**src/sv/dqs_pkg.sv**
```systemverilog
// Shared package of the double-ended queue with search.
// Holds opcode and status codes, field widths and controller/datapath structs.
// No dependencies.
package dqs_pkg;

  localparam int DQS_CAPACITY = 16;
  localparam int DATA_W       = 32;
  localparam int OP_W         = 3;
  localparam int ST_W         = 3;
  localparam int POS_W        = 5;

  localparam logic [OP_W-1:0] OP_PUSH_FRONT = 3'd0;
  localparam logic [OP_W-1:0] OP_PUSH_BACK  = 3'd1;
  localparam logic [OP_W-1:0] OP_POP_FRONT  = 3'd2;
  localparam logic [OP_W-1:0] OP_POP_BACK   = 3'd3;
  localparam logic [OP_W-1:0] OP_SEARCH     = 3'd4;

  localparam logic [ST_W-1:0] ST_OK        = 3'd0;
  localparam logic [ST_W-1:0] ST_EMPTY     = 3'd1;
  localparam logic [ST_W-1:0] ST_FULL      = 3'd2;
  localparam logic [ST_W-1:0] ST_NOT_FOUND = 3'd3;
  localparam logic [ST_W-1:0] ST_MATCH     = 3'd4;

  // Commands from the controller to the datapath.
  typedef struct packed {
    logic accept;    // transfer of a new command this cycle
    logic pop_emit;  // pop read data is valid, emit it
    logic scan;      // compare one held entry with the key
    logic flush;     // search finished, emit the final result
  } dqs_cmd_t;

  // Status from the datapath to the controller.
  typedef struct packed {
    logic empty;
    logic scan_last;
  } dqs_stat_t;

endpackage

```
**src/sv/double_ended_queue_with_search.sv**
```systemverilog
// Top level of the double-ended queue with search.
// Instantiates dqs_ctrl and dqs_datapath; depends on dqs_pkg.
//
//  channel  | handshake              | payload
//  ---------+------------------------+------------------------------------------
//  command  | start_i / busy_o       | opcode_i, item_value_i
//  result   | result_strobe_o        | status_o, result_value_o, position_o, last_o
//
// A push, a refused push, a pop of an empty queue and a search of an empty
// queue give their result in the cycle after the transfer; busy_o never rises.
// A pop is read out through the slot memory's one registered read port, then
// emitted from the pop state. A search scans one held entry per cycle through
// that port; each match leaves in the cycle after the next match is seen, and
// the final result is registered out of the flush state after the scan ends.
// Opcodes 5..7 are dropped without a result.
// Reset clears front index, count and control; the slot memory is not cleared.
// The receiver cannot stall: every result stands for exactly one cycle.
module double_ended_queue_with_search #(
  parameter int CAPACITY = dqs_pkg::DQS_CAPACITY
) (
  input  logic                               clk_i,
  input  logic                               rst_ni,
  input  logic                               start_i,
  output logic                               busy_o,
  input  logic [dqs_pkg::OP_W-1:0]           opcode_i,
  input  logic signed [dqs_pkg::DATA_W-1:0]  item_value_i,
  output logic                               result_strobe_o,
  output logic [dqs_pkg::ST_W-1:0]           status_o,
  output logic signed [dqs_pkg::DATA_W-1:0]  result_value_o,
  output logic [dqs_pkg::POS_W-1:0]          position_o,
  output logic                               last_o
);
  import dqs_pkg::*;

  dqs_cmd_t  cmd;
  dqs_stat_t stat;

  // Sequence each command: transfer, pop readout, scan steps, final flush.
  dqs_ctrl u_ctrl (
    .clk_i    (clk_i),
    .rst_ni   (rst_ni),
    .start_i  (start_i),
    .opcode_i (opcode_i),
    .stat_i   (stat),
    .cmd_o    (cmd),
    .busy_o   (busy_o)
  );

  // Hold the ring and drive the registered result ports.
  dqs_datapath #(
    .CAPACITY (CAPACITY)
  ) u_datapath (
    .clk_i           (clk_i),
    .rst_ni          (rst_ni),
    .opcode_i        (opcode_i),
    .item_value_i    (item_value_i),
    .cmd_i           (cmd),
    .stat_o          (stat),
    .result_strobe_o (result_strobe_o),
    .status_o        (status_o),
    .result_value_o  (result_value_o),
    .position_o      (position_o),
    .last_o          (last_o)
  );

  // A non-final match always comes out while the search is still running.
  a_nonlast_busy : assert property (@(posedge clk_i) disable iff (!rst_ni)
    (result_strobe_o && !last_o) |-> busy_o)
    else $error("non-final result outside a search");

  // Only a search emits non-final results, and only as matches.
  a_nonlast_match : assert property (@(posedge clk_i) disable iff (!rst_ni)
    (result_strobe_o && !last_o) |-> (status_o == ST_MATCH))
    else $error("non-final result that is not a match");

endmodule

```
**src/sv/dqs_ctrl.sv**
```systemverilog
// Controller state machine of the double-ended queue with search.
// Depends on dqs_pkg for opcodes and command/status structs.
module dqs_ctrl (
  input  logic                      clk_i,
  input  logic                      rst_ni,
  input  logic                      start_i,
  input  logic [dqs_pkg::OP_W-1:0]  opcode_i,
  input  dqs_pkg::dqs_stat_t        stat_i,
  output dqs_pkg::dqs_cmd_t         cmd_o,
  output logic                      busy_o
);
  import dqs_pkg::*;

  typedef enum logic [3:0] {
    S_IDLE  = 4'b0001,
    S_POP   = 4'b0010,
    S_SCAN  = 4'b0100,
    S_FLUSH = 4'b1000
  } ctrl_state_e;

  ctrl_state_e state_q, state_d;
  logic        is_pop;

  assign is_pop = (opcode_i == OP_POP_FRONT) || (opcode_i == OP_POP_BACK);

  always_comb begin
    state_d = state_q;
    unique case (state_q)
      S_IDLE: begin
        if (start_i && !stat_i.empty) begin
          if (is_pop) begin
            state_d = S_POP;
          end else if (opcode_i == OP_SEARCH) begin
            state_d = S_SCAN;
          end
        end
      end
      S_POP:   state_d = S_IDLE;
      S_SCAN: begin
        if (stat_i.scan_last) begin
          state_d = S_FLUSH;
        end
      end
      S_FLUSH: state_d = S_IDLE;
      default: state_d = S_IDLE;
    endcase
  end

  always_ff @(posedge clk_i or negedge rst_ni) begin
    if (!rst_ni) begin
      state_q <= S_IDLE;
    end else begin
      state_q <= state_d;
    end
  end

  assign busy_o         = (state_q != S_IDLE);
  assign cmd_o.accept   = (state_q == S_IDLE) && start_i;
  assign cmd_o.pop_emit = (state_q == S_POP);
  assign cmd_o.scan     = (state_q == S_SCAN);
  assign cmd_o.flush    = (state_q == S_FLUSH);

endmodule

```
**src/sv/dqs_datapath.sv**
```systemverilog
// Datapath of the double-ended queue with search: slot memory, ring
// pointers, scan offset, pending match and result registers. Depends on dqs_pkg.
module dqs_datapath #(
  parameter int CAPACITY = dqs_pkg::DQS_CAPACITY
) (
  input  logic                               clk_i,
  input  logic                               rst_ni,
  input  logic [dqs_pkg::OP_W-1:0]           opcode_i,
  input  logic signed [dqs_pkg::DATA_W-1:0]  item_value_i,
  input  dqs_pkg::dqs_cmd_t                  cmd_i,
  output dqs_pkg::dqs_stat_t                 stat_o,
  output logic                               result_strobe_o,
  output logic [dqs_pkg::ST_W-1:0]           status_o,
  output logic signed [dqs_pkg::DATA_W-1:0]  result_value_o,
  output logic [dqs_pkg::POS_W-1:0]          position_o,
  output logic                               last_o
);
  import dqs_pkg::*;

  localparam int IDX_W = $clog2(CAPACITY);
  localparam int CNT_W = $clog2(CAPACITY + 1);
  localparam int SUM_W = CNT_W + 1;
  localparam int PW_W  = CNT_W + POS_W;

  function automatic logic [IDX_W-1:0] ring(input logic [IDX_W-1:0] base,
                                            input logic [CNT_W-1:0] off);
    logic [SUM_W-1:0] sum;
    sum = SUM_W'(base) + SUM_W'(off);
    if (sum >= SUM_W'(CAPACITY)) begin
      sum = sum - SUM_W'(CAPACITY);
    end
    return sum[IDX_W-1:0];
  endfunction

  function automatic logic [POS_W-1:0] pos_of(input logic [CNT_W-1:0] off);
    logic [PW_W-1:0] p;
    p = PW_W'(off) + PW_W'(1);
    return p[POS_W-1:0];
  endfunction

  logic [DATA_W-1:0] mem [CAPACITY];
  logic [DATA_W-1:0] rd_q;
  logic [IDX_W-1:0]  rd_addr, wr_addr;
  logic              wr_en;

  logic [IDX_W-1:0]  front_q, front_d, front_dec, front_inc;
  logic [CNT_W-1:0]  count_q, count_d, count_m1;
  logic [CNT_W-1:0]  scan_q, scan_d, scan_nxt;
  logic [DATA_W-1:0] key_q, key_d;
  logic              pend_vld_q, pend_vld_d;
  logic [POS_W-1:0]  pend_pos_q, pend_pos_d;

  logic              out_vld_q, out_vld_d;
  logic [ST_W-1:0]   out_st_q, out_st_d;
  logic [DATA_W-1:0] out_val_q, out_val_d;
  logic [POS_W-1:0]  out_pos_q, out_pos_d;
  logic              out_last_q, out_last_d;

  logic empty, full, is_push, is_pop, match;

  assign empty     = (count_q == '0);
  assign full      = (count_q == CNT_W'(CAPACITY));
  assign is_push   = (opcode_i == OP_PUSH_FRONT) || (opcode_i == OP_PUSH_BACK);
  assign is_pop    = (opcode_i == OP_POP_FRONT) || (opcode_i == OP_POP_BACK);
  assign count_m1  = empty ? '0 : count_q - 1'b1;
  assign front_dec = (front_q == '0) ? IDX_W'(CAPACITY - 1) : front_q - 1'b1;
  assign front_inc = (front_q == IDX_W'(CAPACITY - 1)) ? '0 : front_q + 1'b1;
  assign scan_nxt  = scan_q + 1'b1;
  assign match     = (rd_q == key_q);

  assign stat_o.empty     = empty;
  assign stat_o.scan_last = (scan_nxt == count_q);

  // One read port: pop target on a transfer, next scan slot otherwise.
  always_comb begin
    if (cmd_i.accept) begin
      rd_addr = (opcode_i == OP_POP_BACK) ? ring(front_q, count_m1) : front_q;
    end else begin
      rd_addr = ring(front_q, scan_nxt);
    end
  end

  assign wr_en   = cmd_i.accept && is_push && !full;
  assign wr_addr = (opcode_i == OP_PUSH_FRONT) ? front_dec : ring(front_q, count_q);

  always_ff @(posedge clk_i) begin
    if (wr_en) begin
      mem[wr_addr] <= item_value_i;
    end
    rd_q <= mem[rd_addr];
  end

  always_comb begin
    front_d    = front_q;
    count_d    = count_q;
    scan_d     = scan_q;
    key_d      = key_q;
    pend_vld_d = pend_vld_q;
    pend_pos_d = pend_pos_q;
    out_vld_d  = 1'b0;
    out_st_d   = ST_OK;
    out_val_d  = '0;
    out_pos_d  = '0;
    out_last_d = 1'b1;

    priority if (cmd_i.accept) begin
      if (is_push) begin
        out_vld_d = 1'b1;
        if (full) begin
          out_st_d = ST_FULL;
        end else begin
          count_d = count_q + 1'b1;
          if (opcode_i == OP_PUSH_FRONT) begin
            front_d = front_dec;
          end
        end
      end else if (is_pop || (opcode_i == OP_SEARCH)) begin
        if (empty) begin
          out_vld_d = 1'b1;
          out_st_d  = ST_EMPTY;
        end else if (is_pop) begin
          count_d = count_m1;
          if (count_q == CNT_W'(1)) begin
            front_d = '0;
          end else if (opcode_i == OP_POP_FRONT) begin
            front_d = front_inc;
          end
        end else begin
          key_d      = item_value_i;
          scan_d     = '0;
          pend_vld_d = 1'b0;
        end
      end
    end else if (cmd_i.pop_emit) begin
      out_vld_d = 1'b1;
      out_val_d = rd_q;
    end else if (cmd_i.scan) begin
      // Hold each match until the next one shows it was not the final one.
      if (match) begin
        if (pend_vld_q) begin
          out_vld_d  = 1'b1;
          out_st_d   = ST_MATCH;
          out_val_d  = key_q;
          out_pos_d  = pend_pos_q;
          out_last_d = 1'b0;
        end
        pend_vld_d = 1'b1;
        pend_pos_d = pos_of(scan_q);
      end
      scan_d = scan_nxt;
    end else if (cmd_i.flush) begin
      out_vld_d = 1'b1;
      if (pend_vld_q) begin
        out_st_d  = ST_MATCH;
        out_val_d = key_q;
        out_pos_d = pend_pos_q;
      end else begin
        out_st_d = ST_NOT_FOUND;
      end
    end else begin
      out_vld_d = 1'b0;
    end
  end

  always_ff @(posedge clk_i or negedge rst_ni) begin
    if (!rst_ni) begin
      front_q    <= '0;
      count_q    <= '0;
      pend_vld_q <= 1'b0;
      out_vld_q  <= 1'b0;
    end else begin
      front_q    <= front_d;
      count_q    <= count_d;
      pend_vld_q <= pend_vld_d;
      out_vld_q  <= out_vld_d;
    end
  end

  always_ff @(posedge clk_i) begin
    scan_q     <= scan_d;
    key_q      <= key_d;
    pend_pos_q <= pend_pos_d;
    out_st_q   <= out_st_d;
    out_val_q  <= out_val_d;
    out_pos_q  <= out_pos_d;
    out_last_q <= out_last_d;
  end

  assign result_strobe_o = out_vld_q;
  assign status_o        = out_st_q;
  assign result_value_o  = out_val_q;
  assign position_o      = out_pos_q;
  assign last_o          = out_last_q;

  a_count_bound : assert property (@(posedge clk_i) disable iff (!rst_ni)
    count_q <= CNT_W'(CAPACITY))
    else $error("held count exceeds capacity");

  a_front_bound : assert property (@(posedge clk_i) disable iff (!rst_ni)
    SUM_W'(front_q) < SUM_W'(CAPACITY))
    else $error("front index outside the ring");

  a_empty_front : assert property (@(posedge clk_i) disable iff (!rst_ni)
    (count_q == '0) |-> (front_q == '0))
    else $error("empty queue with nonzero front index");

endmodule

```
**config.mk**
```make
export PLATFORM = sky130hd
export DESIGN_NAME = double_ended_queue_with_search
export DESIGN_NICKNAME = d
export VERILOG_FILES = /design/src/sv/dqs_pkg.sv /design/src/sv/double_ended_queue_with_search.sv /design/src/sv/dqs_ctrl.sv /design/src/sv/dqs_datapath.sv
export SDC_FILE = /design/constraint.sdc
export NUM_CORES = 1
export LEC_CHECK = 0
export ABC_AREA = 1
export BUFFER_PORTS_ARGS = -buffer_cell sky130_fd_sc_hd__buf_2
export CAP_MARGIN = 40
export CORE_ASPECT_RATIO = 1.2
export CORE_MARGIN = 8
export CORE_UTILIZATION = 48
export CTS_CLUSTER_SIZE = 10
export DETAILED_ROUTE_END_ITERATION = 7
export SLEW_MARGIN = 20
export SYNTH_ARGS = -nofsm -noshare
export SYNTH_HDL_FRONTEND = slang
export SYNTH_HIERARCHICAL = 1
export SYNTH_SLANG_ARGS = --single-unit
```
**constraint.sdc**
```tcl
create_clock -name clk_i -period 12.57 [get_ports clk_i]
set_input_delay 3.1425 -clock clk_i [delete_from_list [all_inputs] [get_ports clk_i]]
set_output_delay 3.1425 -clock clk_i [all_outputs]
set_load 0.01 [all_outputs]
```
==> results.toml <==
[cts]
cts-hold-fix-buffers = 0
root_buffer = "clkbuf_16"
clock_path_buffers = 3
path_clk_slew_ns = 0.06
cts.sinks = 642
h-tree-depth = 3
cts_tree = "done"
clock_latency_ns = 0.62
cts_buffers = 74
cts_setup_buffers = 0
cts-resized-gates = 0

[finish]
area_delta_synth_final_pct = 11.8
layout_commonest_cell = "nand2_1"
final_nets = 3105
drive_gt1_share_pct = 8.37
final_cell_mix = "nand2_1, inv_1, edfxtp_1"
layoutNonFillerInstCount = 3909

[logic_synthesis]
yosys.cell_types.count = 39
ys_seq_elements = 642
syn_area_mm2 = 0.0287
synth_edf_count = 554
synth_mux_area_share_pct = 0
postSynthAreaPerCell_um2 = 9.63
yosys.area.top_type = "edfxtp_1"
syn-num-nets = 3042
synth_top_family_by_area = "simple AND/OR/NAND/NOR gates"
synthAdderAreaFrac_pct = 0.949
synth_area_leaders = "edfxtp_1, nand2_1, nand3_1"
yosysWarnings = 6
async_flop_share_pct = 2.34
synth_top_area_share_pct = 57.9
ys.flop_type = "edfxtp_1"
yosysSeqAreaShare_pct = 64.3
synth_compound_area_share_pct = 0.910
yosys.area_share.simple_pct = 22.5
synthCells = 2984
synth_xor_area_share_pct = 1.04

[routing]
ant_nets = 0
first_pass_iters = 6
drc = 0
avgViaCountPerCell = 5.18
vias = 20200
routed_wl_mm = 77.4
drt_iter0_drc = 1728
wl_per_cell_um = 19.8

[place]
dp_hpwl_mm = 43.0
place.port_buffers = 80
dpl.cell_count = 3769
gp_congestion = 0.889

[power_and_ir_drop]
peakVddDrop_mv = 0.198
p_leak_nw = 14.5
power_density_mw_per_mm2 = 262

[die]
die_y_um = 284
pin_count = 81
dieArea_mm2 = 0.0680
core.rowCount = 98
coreArea_mm2 = 0.0595
start_util_pct = 48.3
die_x_um = 239

[sta]
clock_skew_ns = 0.0210
fin_crit_sh_pct = 48.7
tightest_slew_ns = 0.781
grt_setup_unrepaired = "false"
drv_slew = 0
relSlewSlack_pct = 48.0
hold_viol_final = 0
max_freq_mhz = 163
final.setup.tns_ns = 0
min_period_ns = 6.12
setup_viol = 0

[setup_path]
end_kind = "flip-flop"
cp.required_ns = 13.06
max_stage_delay_ns = 0.67
worstPathCellList = "buf_2 > inv_1 > nor2_1 > buf_4 > nand3_4 > nand2_8 > buf_16 > buf_4 > nand2_1 > nand3_1 > nand2_1 > nand2_1 > nand2_1 > nand2_1 > nand2_1"
arrival_ns = 6.61
worstSetupStartpointType = "primary input"
path_class = "primary input to flip-flop"
worst_path_most_repeated_cell = "nand2_1"
crit_fanout = 101
critical_path.slowest_cell = "buf_4"

[global_route]
grt_pass1_vias = 19700
antenna_found_initial = 2
grt_pass1_wl_mm = 118
overflow = 0
grt_max_degree = 102
use_met1_pct = 29.5
gr-max-usage-layer = "met2"
grt_util_met3_pct = 2.89
grtUsageMet2_pct = 38.7
grtUsageTotal_pct = 22.7

[outcome]
status = "finished clean"

[hold_path]
min_path_type = "flip-flop to flip-flop"

[job]
cap_violations = 0
==> where the power goes <==
group	switching (mW)	leakage (nW)	total [mW]	internal [mW]
logic	2.73	7.71	3.90	1.16
clock network	0.825	1.02	1.94	1.11
registers	0.108	5.77	2.59	2.48
==> path summary, 6_finish.rpt <==
path                                                           end                              start  slack (ns)  cells after the start
min reg2reg                u_datapath/result_value_o[3]$_SDFF_PP0_         u_datapath/rd_q[3]$_DFF_P_        0.46                      2
max                                    u_datapath/rd_q[14]$_DFF_P_                            start_i        6.45                     15
max in group asynchronous            u_ctrl/state_q[0]$_DFFE_PN1P_                             rst_ni        9.81                      1
max reg2reg                            u_datapath/rd_q[14]$_DFF_P_  u_datapath/count_q[0]$_DFFE_PN0P_        7.80                     18
min                        u_datapath/result_value_o[3]$_SDFF_PP0_         u_datapath/rd_q[3]$_DFF_P_        0.46                      2
min in group asynchronous        u_datapath/count_q[4]$_DFFE_PN0P_                             rst_ni        2.45                      1
==> worst max-delay path, delay by kind of cell <==
| family | cells | cell delay [ns] |
|---|---|---|
| AND/OR/NAND/NOR | 10 | 1.82 |
| buffers and inverters | 5 | 1.51 |
==> synthesized netlist by cell type, types with 10 or more instances <==
cell type	number
nor2_1	59
inv_1	580
xnor2_1	26
o21ai_0	20
clkbuf_1	17
nand4_1	11
dfrtp_1	14
nand3_1	470
or2_2	10
nand2_1	943
ha_1	17
a21oi_1	10
buf_2	75
buf_4	32
edfxtp_1	554
dfxtp_1	73
==> stage by stage <==
| step | total power, mW | instance area (um^2) | setup slack [ns] | hold WS [ns] | utilization (%) |
|---|---|---|---|---|---|
| after floorplan | 5.38 | 28700 | 5.87 | 0.426 | - |
| after detailed placement | 6.44 | 29900 | 5.90 | 0.460 | 50.4 |
| after global routing | 8.97 | 32100 | 6.12 | 0.492 | 54.0 |
| final | 8.42 | 32100 | 6.45 | 0.463 | 54.0 |
| after global placement | 6.34 | 29800 | 5.93 | 0.463 | 50.1 |
| after CTS | 8.39 | 32100 | 6.54 | 0.467 | 54.0 |
==> sequential cells by signal (all words and copies together), names as in the netlist <==
register,flops
u_datapath/mem,512
u_datapath/key_q,32
u_datapath/rd_q,32
u_datapath/result_value_o,32
u_datapath/count_q,5
u_datapath/pend_pos_q,5
u_datapath/position_o,5
u_datapath/scan_q,5
u_ctrl/state_q,4
u_datapath/front_q,4
u_datapath/status_o,3
u_datapath/last_o,1
u_datapath/pend_vld_q,1
u_datapath/result_strobe_o,1
==> final cells by class <==
class | instances | area (um^2)
fill | 5239 | 27300
sequential | 642 | 18500
multi-input combinational | 1621 | 7480
inverter | 585 | 2200
clock buffer | 128 | 2050
tap | 800 | 1000
timing repair buffer | 123 | 846
clock inverter | 8 | 83.8
antenna | 2 | 5.00
==> routing by layer <==
layer  share of wire [%]  vias to the layer above
met4                 2.8                        0
met5                   0                        -
met2                  49                      720
li1                    -                     9594
met3                 6.3                      143
met1                  42                     9784
==> logic make-up after synthesis <==
kind of cell               after synthesis
DFF                                    642
xor gates and xnor gates                34
AOI/OAI and AO/OA                       45
adders and majority gates               20
and+or+nand+nor                       1522
buffers and inverters                  721
No activity file was read; power rests on OpenSTA's default activity.
